===== config.mk =====
export PLATFORM = sky130hd
export DESIGN_NAME = linear_fade_envelope_unit
export DESIGN_NICKNAME = d
export VERILOG_FILES = /design/src/lfe_pkg.sv /design/src/linear_fade_envelope_unit.sv
export SDC_FILE = /design/constraint.sdc
export NUM_CORES = 1
export LEC_CHECK = 0
export ABC_CLOCK_PERIOD_IN_PS = 11200
export BUFFER_PORTS_ARGS = -buffer_cell sky130_fd_sc_hd__buf_2
export CAP_MARGIN = 20
export CORE_MARGIN = 2
export CORE_UTILIZATION = 45
export CTS_CLUSTER_DIAMETER = 30
export DETAILED_ROUTE_END_ITERATION = 10
export GPL_ROUTABILITY_DRIVEN = 0
export PLACE_DENSITY = 0.64
export SYNTH_ARGS = -nofsm -noshare
export SYNTH_HDL_FRONTEND = slang
export SYNTH_SLANG_ARGS = --single-unit

===== constraint.sdc =====
create_clock -name clock -period 11.2 [get_ports clock]
set_input_delay 1.12 -clock clock [delete_from_list [all_inputs] [get_ports clock]]
set_output_delay 1.12 -clock clock [all_outputs]
set_load 0.05 [all_outputs]

===== src/lfe_pkg.sv =====
// Shared constants and types for the linear fade envelope unit.
package lfe_pkg;

   // Field and register widths
   localparam int SAMPLE_W       = 16;
   localparam int MS_W           = 10;
   localparam int POS_W          = 24;
   localparam int SAMPLES_PER_MS = 200;

   // Ramp length in samples: widest value is the largest ms setting times the rate
   localparam int RAMP_MAX = ((1 << MS_W) - 1) * SAMPLES_PER_MS;
   localparam int RAMP_W   = $clog2(RAMP_MAX + 1);

   // Magnitude times ramp position, and the serial divider step count
   localparam int PROD_W = SAMPLE_W + RAMP_W;
   localparam int CNT_W  = $clog2(SAMPLE_W);

   // Configuration register indexes
   localparam int CSR_IDX_W = 2;

   typedef enum logic [CSR_IDX_W-1:0] {
      CSR_RISE_MS       = 2'd0,
      CSR_FALL_MS       = 2'd1,
      CSR_BUFFER_LENGTH = 2'd2
   } csr_index_type;

endpackage


===== src/linear_fade_envelope_unit.sv =====
// Linear fade-in / fade-out envelope over buffers of signed 16-bit samples.
//
// Each request carries one sample; the unit tracks the sample's position in the
// current buffer and scales it by n/R on the rising ramp and by j/F on the
// falling ramp (j counted back from the buffer end), truncating toward zero.
// Both ramps share one 16 x 18 multiplier and one restoring divider that
// produces one quotient bit per cycle. Each active ramp runs operand load,
// multiply, 16 divide steps and sign fix-up in turn. The result sits in an
// output register, so a new sample is taken while the previous result waits.
// rsp_tlast marks the last sample of a buffer, after which the position
// returns to zero.
// Configuration is written through the csr channel, always ready.
module linear_fade_envelope_unit
   import lfe_pkg::*;
(
   input  logic                 clock,
   input  logic                 reset,
   // Request stream
   input  logic                 req_tvalid,
   output logic                 req_tready,
   input  logic [SAMPLE_W-1:0]  req_tdata,   // [15:0] sample_in
   // Response stream
   output logic                 rsp_tvalid,
   input  logic                 rsp_tready,
   output logic [SAMPLE_W-1:0]  rsp_tdata,   // [15:0] sample_out
   output logic                 rsp_tlast,   // buffer_end
   // Configuration writes
   input  logic                 csr_valid,
   output logic                 csr_ready,
   input  logic [CSR_IDX_W-1:0] csr_index,
   input  logic [POS_W-1:0]     csr_data
);

   typedef enum logic [2:0] {
      ST_IDLE,
      ST_START,
      ST_MUL,
      ST_DIV,
      ST_SIGN,
      ST_FINISH
   } state_type;

   localparam logic [CNT_W-1:0] CNT_LAST = CNT_W'(SAMPLE_W - 1);

   state_type                  state_ff;
   logic [RAMP_W-1:0]          rise_len_ff;
   logic [RAMP_W-1:0]          fall_len_ff;
   logic [POS_W-1:0]           buf_len_ff;
   logic [POS_W-1:0]           position_ff;
   logic signed [SAMPLE_W-1:0] val_ff;
   logic                       rise_pend_ff;
   logic                       fall_pend_ff;
   logic [RAMP_W-1:0]          n_ff;
   logic [RAMP_W-1:0]          j_ff;
   logic                       last_ff;
   logic [RAMP_W-1:0]          num_ff;
   logic [RAMP_W-1:0]          den_ff;
   logic [RAMP_W-1:0]          rem_ff;
   logic [SAMPLE_W-1:0]        low_ff;
   logic [SAMPLE_W-1:0]        quo_ff;
   logic                       neg_ff;
   logic [CNT_W-1:0]           cnt_ff;
   logic                       rsp_valid_ff;
   logic [SAMPLE_W-1:0]        rsp_data_ff;
   logic                       rsp_last_ff;

   logic [POS_W-1:0]           len_in;
   logic [POS_W-1:0]           last_in;
   logic                       at_end;
   logic [POS_W-1:0]           j_in;
   logic [POS_W-1:0]           position_in;
   logic                       rise_hit;
   logic                       fall_hit;
   logic [SAMPLE_W-1:0]        mag_in;
   logic [PROD_W-1:0]          product_in;
   logic [RAMP_W:0]            trial;
   logic                       qbit_in;
   logic [RAMP_W-1:0]          rem_in;

   assign req_tready = (state_ff == ST_IDLE);
   assign csr_ready  = 1'b1;
   assign rsp_tvalid = rsp_valid_ff;
   assign rsp_tdata  = rsp_data_ff;
   assign rsp_tlast  = rsp_last_ff;

   // Position within the buffer: end test, distance to end, ramp hits
   always_comb begin
      len_in      = (buf_len_ff == '0) ? POS_W'(1) : buf_len_ff;
      last_in     = len_in - POS_W'(1);
      at_end      = (position_ff >= last_in);
      j_in        = at_end ? '0 : (last_in - position_ff);
      position_in = at_end ? '0 : (position_ff + POS_W'(1));
      rise_hit    = (rise_len_ff != '0) && (position_ff < POS_W'(rise_len_ff));
      fall_hit    = (fall_len_ff != '0) && (j_in < POS_W'(fall_len_ff));
   end

   // Shared multiplier on the sample magnitude
   always_comb begin
      mag_in     = val_ff[SAMPLE_W-1] ? SAMPLE_W'(-val_ff) : SAMPLE_W'(val_ff);
      product_in = PROD_W'(mag_in) * PROD_W'(num_ff);
   end

   // Shared restoring divider step: one quotient bit per cycle
   always_comb begin
      trial   = {rem_ff, low_ff[SAMPLE_W-1]};
      qbit_in = (trial >= {1'b0, den_ff});
      rem_in  = qbit_in ? RAMP_W'(trial - {1'b0, den_ff}) : trial[RAMP_W-1:0];
   end

   // Sequencer, configuration registers and response register
   always_ff @(posedge clock) begin
      if (reset) begin
         state_ff     <= ST_IDLE;
         rise_len_ff  <= '0;
         fall_len_ff  <= '0;
         buf_len_ff   <= POS_W'(1);
         position_ff  <= '0;
         rise_pend_ff <= 1'b0;
         fall_pend_ff <= 1'b0;
         rsp_valid_ff <= 1'b0;
      end else begin
         // Take configuration writes, storing ramp lengths in samples
         if (csr_valid) begin
            unique case (csr_index_type'(csr_index))
               CSR_RISE_MS: begin
                  rise_len_ff <= RAMP_W'(csr_data[MS_W-1:0] * SAMPLES_PER_MS);
               end
               CSR_FALL_MS: begin
                  fall_len_ff <= RAMP_W'(csr_data[MS_W-1:0] * SAMPLES_PER_MS);
               end
               CSR_BUFFER_LENGTH: begin
                  buf_len_ff <= csr_data;
               end
               default: begin
               end
            endcase
         end

         // Drop the response once taken, unless the finish step reloads it
         if (rsp_valid_ff && rsp_tready && (state_ff != ST_FINISH)) begin
            rsp_valid_ff <= 1'b0;
         end

         unique case (state_ff)
            ST_IDLE: begin
               if (req_tvalid) begin
                  val_ff       <= $signed(req_tdata);
                  rise_pend_ff <= rise_hit;
                  fall_pend_ff <= fall_hit;
                  n_ff         <= position_ff[RAMP_W-1:0];
                  j_ff         <= j_in[RAMP_W-1:0];
                  last_ff      <= at_end;
                  position_ff  <= position_in;
                  state_ff     <= ST_START;
               end
            end
            ST_START: begin
               // Rise ramp first, then fall ramp on its result
               priority if (rise_pend_ff) begin
                  num_ff       <= n_ff;
                  den_ff       <= rise_len_ff;
                  rise_pend_ff <= 1'b0;
                  state_ff     <= ST_MUL;
               end else if (fall_pend_ff) begin
                  num_ff       <= j_ff;
                  den_ff       <= fall_len_ff;
                  fall_pend_ff <= 1'b0;
                  state_ff     <= ST_MUL;
               end else begin
                  state_ff <= ST_FINISH;
               end
            end
            ST_MUL: begin
               rem_ff   <= product_in[PROD_W-1:SAMPLE_W];
               low_ff   <= product_in[SAMPLE_W-1:0];
               neg_ff   <= val_ff[SAMPLE_W-1];
               cnt_ff   <= '0;
               state_ff <= ST_DIV;
            end
            ST_DIV: begin
               rem_ff <= rem_in;
               low_ff <= {low_ff[SAMPLE_W-2:0], 1'b0};
               quo_ff <= {quo_ff[SAMPLE_W-2:0], qbit_in};
               cnt_ff <= cnt_ff + CNT_W'(1);
               if (cnt_ff == CNT_LAST) begin
                  state_ff <= ST_SIGN;
               end
            end
            ST_SIGN: begin
               val_ff   <= neg_ff ? -$signed(quo_ff) : $signed(quo_ff);
               state_ff <= ST_START;
            end
            ST_FINISH: begin
               // Hold until the response register is free
               if (!rsp_valid_ff || rsp_tready) begin
                  rsp_data_ff  <= val_ff;
                  rsp_last_ff  <= last_ff;
                  rsp_valid_ff <= 1'b1;
                  state_ff     <= ST_IDLE;
               end
            end
            default: begin
               state_ff <= ST_IDLE;
            end
         endcase
      end
   end

`ifndef ASSERT_OFF
   // Divider remainder stays below the divisor
   a_rem_bound: assert property (@(posedge clock) disable iff (reset)
      (state_ff == ST_DIV) |-> (rem_ff < den_ff))
      else $error("divider remainder out of range");

   // Ramp gain never exceeds one, so the quotient magnitude fits a sample
   a_quo_bound: assert property (@(posedge clock) disable iff (reset)
      (state_ff == ST_SIGN) |-> (quo_ff <= {1'b1, {(SAMPLE_W-1){1'b0}}}))
      else $error("ramp quotient exceeds sample range");

   // Position returns to zero after the last sample of a buffer
   a_pos_wrap: assert property (@(posedge clock) disable iff (reset)
      (req_tvalid && req_tready && at_end) |=> (position_ff == '0))
      else $error("position not cleared at buffer end");

   // A new response only appears on leaving the finish step
   a_rsp_source: assert property (@(posedge clock) disable iff (reset)
      $rose(rsp_valid_ff) |-> $past(state_ff == ST_FINISH))
      else $error("response raised outside finish step");
`endif

endmodule

Yosys cells after proc, flatten, opt, wreduce, memory -nomap -nowiden. Index checks and enable logic that the tools add are counted. W data, S select, Z words.

Add/sub/neg operators: 7. Multiply operators: 2. Order comparisons: 4. Eq/ne operators: 13. Mux-type cells: 29. Bitwise gates (word level): 1. Reductions and logical operators: 29.

Operator list (count): $mux W18 (5); $mux W24 (3); $pmux W16 S2 (2); $lt A24 B18 Y1 (2); $mux W16 (3); $pmux W18 S2 (1); $reduce_bool A18 Y1 (2); $mul A16 B18 Y34 (1); $neg A16 Y16 (2); $add A24 B1 Y24 const B (1); $ge A24 B24 Y1 (1); $logic_not A24 Y1 (1); $sub A24 B1 Y24 const B (1); $sub A24 B24 Y24 (1); $ge A19 B18 Y1 (1); $pmux W3 S6 (1); $reduce_and A3 Y1 (6); $sub A18 B18 Y18 (1); $reduce_and A2 Y1 (8); $mul A10 B5 Y15 const B (1); $mux W3 (5); $ne A2 B2 Y1 const B (4); $pmux W4 S2 (1); $reduce_bool A2 Y1 (4); 16 further kinds (27).

Register bits after elaboration: 242. Input port bits: 47.

Longest topological paths before layout.
Depth after elaboration: 9. Depth in mapped cells: 32. Gate-level depth less buffers: 30.

Worst setup path after synthesis. No wires, ideal clock.

Kind: register to register. From: register val_ff[0]. To: register rem_ff[17] (data pin). Library setup time: 0.271 ns. Arrival time: 7.662 ns. Required time: 10.929 ns. Setup slack: 3.268 ns. Stages on the path, launching flop included: 30. Clock period less this slack: 7.932 ns. Path through: edfxtp_1 > buf_6 > inv_2 > nand2_1 > or4_1 > or2_1 > or3_4 > nor4b_4 > buf_4 > nand2_1 > fa_1 > inv_1 > fa_1 > fa_1 > fa_1 > fa_1 > inv_1 > fa_1 > inv_1 > ha_1 > buf_2 > a211oi_1 > a211oi_1 > a2111oi_2 > o21ai_0 > a41o_1 > o41a_1 > a31oi_1 > xnor2_1 > a21oi_1.

Longest elaborated chain between the ends: 4.

Ends and longest elaborated chain: from (decl) (line linear_fade_envelope_unit.sv:50) `logic signed [SAMPLE_W-1:0] val_ff;`; from (signal assigned) (line linear_fade_envelope_unit.sv:147) `val_ff <= $signed(req_tdata);`; from (signal assigned) (line linear_fade_envelope_unit.sv:190) `val_ff <= neg_ff ? -$signed(quo_ff) : $signed(quo_ff);`; $neg A16 Y16 (line linear_fade_envelope_unit.sv:99) `mag_in = val_ff[SAMPLE_W-1] ? SAMPLE_W'(-val_ff) : SAMPLE_W'(val_ff);`; $mux W16 (*) (line linear_fade_envelope_unit.sv:99); $mul A16 B18 Y34 (*) (line linear_fade_envelope_unit.sv:100) `product_in = PROD_W'(mag_in) * PROD_W'(num_ff);`; $pmux W18 S2 (*) (line linear_fade_envelope_unit.sv:144) `unique case (state_ff)`; to (signal assigned) (line linear_fade_envelope_unit.sv:174) `rem_ff <= product_in[PROD_W-1:SAMPLE_W];`; to (signal assigned) (line linear_fade_envelope_unit.sv:181) `rem_ff <= rem_in;`; to (decl) (line linear_fade_envelope_unit.sv:58) `logic [RAMP_W-1:0] rem_ff;`.

Every way passes the cells marked *; elsewhere a longest branch is shown, timed or not. A chain may end at the register's enable or synchronous reset.

Worst setup path in the final report.
From: register val_ff[0]. To: register rem_ff[16] (data pin).

The elaborated chain is that of the path after synthesis.

==> impl_metrics.ini <==
[floorplanning]
die_area_mm2 = 0.0532
initial_core_util_pct = 45.3
die_w_um = 231
core_mm2 = 0.0511
rows = 83
die_h_um = 231
ios = 67

[critical_path]
critPathLaunchType = register
cp.required_ns = 11.50
r2r_slack_ns = 2.05
cp_data_arrival_time_ns = 9.44
critical_path_class = reg -> reg
critPathMaxStageDelay_ns = 0.73
reg2reg_depth = 27
r2r_start = val_ff[0]$_DFFE_PP_
crit_path_max_fanout = 20
critPathBufInv = 5
slowest_stage = edfxtp_1
timing.rr.end = rem_ff[16]$_DFFE_PP_
crit_family = adder cells
path_common_cell = fa_1
cp-end-kind = register

[drt]
routed_wl_um = 58200
routed_via_density = 5.37
drtIter0Drc = 1085
vias = 17800
route.detailed.drc = 0
firstDrtPassIters = 7
ant_nets = 0
wl_per_cell_um = 17.6

[global_routing]
grt_pass1_wl_um = 94200
overflow = 0
antenna_found_initial = 1
track_usage_pct = 22.3
grt_max_degree = 66
grt_pass1_vias = 18200

[run]
cap_violations = 0

[timing]
finalCriticalPeriod_ns = 9.15
grt_setup_unrepaired = no
finalCritPeriodShare_pct = 81.7
worst_slack_ns = 2.05
finClkSkew_ns = 0.0254
tns_ns = 0
report.final.slew_viol_count = 0
hold_viol = 0
clock.fmax_ghz = 0.109
relSlewSlack_pct = 28.6
setup_viol = 0
worst_slew_pin_slew_ns = 1.07

[synthesis]
synth_area_leaders = edfxtp_1 21%, fa_1 20%, ha_1 11%, dfxtp_1 7.3%, nand2_1 6.9%
ys.flop_type = edfxtp_1
ys_ff_latch = 242
yosys-top-cells-count = 426 x nand2_1, 383 x inv_1, 229 x fa_1, 212 x ha_1, 158 x edfxtp_1
syn_avg_cell_area_um2 = 9.13
synthCells = 2534
yosys_warnings = 0
synthDominantCellAreaShare_pct = 20.5
yosysTopAreaCell = edfxtp_1
synth_most_common_cell = nand2_1
syn-cell-area_mm2 = 0.0231
ys_types = 78
ys_seq_area_share_pct = 27.8
async_flop_share_pct = 0
synth_edf_count = 158
syn_nets = 3022

[placed_design]
dp_hpwl_um = 44500
placement.io_buffers = 65
pre_cts_ws_ns = 2.16

[clock_network]
cts_resized = 0
hold_buffers = 0
post_cts_buffers = 0
clk_pin_slew_ns = 0.05
htree_levels = 2
cts_max_path_buffers = 3
clock_sinks = 242
cts_buffers = 51
clk_latency_ns = 0.58
cts_tree = built
cts_root_buf = clkbuf_16

[layout]
syn_to_final_growth_pct = 11.8
diodes = 0
drive_gt1_share_pct = 8.40
nNetsFinal = 3076

[hold_path]
hold_start = last_ff$_DFFE_PP_
hold-path-endpoint = rsp_tlast$_DFFE_PP_
holdCritPathClass = reg -> reg
whs_path_depth = 0

[outcome]
status = finished clean
## cell usage in the layout, fill, tap and decap left out, types with 7 or more instances in the layout
cell type,instances
buf_2,65
o21ai_0,101
clkbuf_16,52
o21bai_1,9
fa_1,229
mux2_2,20
or3_1,13
a211oi_1,17
nand4_1,27
nand2_1,426
nand3_1,27
o211ai_1,10
ha_1,212
edfxtp_1,158
o21a_1,11
a21o_1,24
clkinv_2,9
mux2i_1,12
nor3_1,30
nor2b_1,22
a21oi_1,128
nor2_1,125
inv_6,8
dfxtp_1,84
or4_1,7
a31oi_1,9
nor4_1,16
clkbuf_1,7
and2_1,96
buf_4,25
xnor2_1,79
inv_1,383
nand2b_1,16
xor2_1,54
## kinds of logic (layout without fill, tap and decap cells)
kind of cell / after synthesis / count (layout) / synth area share (%)
simple gates: 837 / 837 / 16.6
buf+inv: 475 / 571 / 7.81
fa+ha+maj: 441 / 441 / 31.3
compound gates: 371 / 371 / 9.84
flops: 242 / 242 / 27.8
xor+xnor: 135 / 135 / 5.14
mux: 32 / 32 / 1.49
other cells: 1 / 1 / 0.0162
## worst reg2reg max path, stage by stage, from the launching register on
cell and delay (ns):
edfxtp_1 0.73, inv_2 0.16, nand2_1 0.07, or4_1 0.41, or2_1 0.26, or3_4 0.42, nor4b_4 0.68, buf_4 0.27
nand2_1 0.08, fa_1 0.51, fa_1 0.55, inv_1 0.06, fa_1 0.50, fa_1 0.52, fa_1 0.55, inv_1 0.05
fa_1 0.53, inv_1 0.04, ha_1 0.39, a21oi_1 0.23, o21ai_0 0.13, a211oi_1 0.38, nand3_1 0.19, a211oi_1 0.40
o22ai_1 0.17, o41ai_1 0.31, xor2_1 0.18, mux2i_1 0.09
## state kept, by name, indices dropped and copies added (netlist names), 16 cells and up
name,cells
j_ff,18
num_ff,18
buf_len_ff,24
position_ff,24
rem_ff,18
rsp_tdata,16
val_ff,16
n_ff,18
quo_ff,16
low_ff,16
## routing by layer
layer,vias up,routed length (µm),global-route usage (%)
li1,8424,-,-
met1,8717,24600,28.0
met2,491,28600,39.0
met3,140,2750,2.92
met4,0,2200,8.21
met5,-,0,0
## how the worst max path moves through the flow
stage                             start                    to  slack (ns)  cells past startpoint
floorplan           val_ff[0]$_DFFE_PP_  rem_ff[17]$_DFFE_PP_        3.27                     29
global placement    val_ff[0]$_DFFE_PP_  rem_ff[16]$_DFFE_PP_        2.22                     27
detailed placement  val_ff[0]$_DFFE_PP_  rem_ff[16]$_DFFE_PP_        2.16                     27
CTS                 val_ff[0]$_DFFE_PP_  rem_ff[16]$_DFFE_PP_        2.09                     27
global route        val_ff[0]$_DFFE_PP_  rem_ff[16]$_DFFE_PP_        1.54                     27
finish              val_ff[0]$_DFFE_PP_  rem_ff[16]$_DFFE_PP_        2.05                     27
## layout make-up
cell class                      count  area (µm²)
Clock buffer                       60        1330
Clock inverter                     35         295
Fill cell                        4786       25200
Inverter                          384        1440
Multi-Input combinational cell   1817       15000
Sequential cell                   242        6430
Tap cell                          680         851
Timing Repair Buffer               92         558
## through the flow
stage                     cells  area (µm²)  util (%)  hold slack [ns]
final                      3310       25900      50.6            0.429
after CTS                  3308       25800      50.5            0.430
after global placement     3213       24200      47.3            0.405
after detailed placement   3213       24200      47.3            0.414
after floorplan            2534       23100         -            0.400
after global routing       3310       25900      50.6            0.443
Power is left out: the tool's default activity adds up to more than one toggle a clock period on the data nets, which glitch-free logic cannot reach.
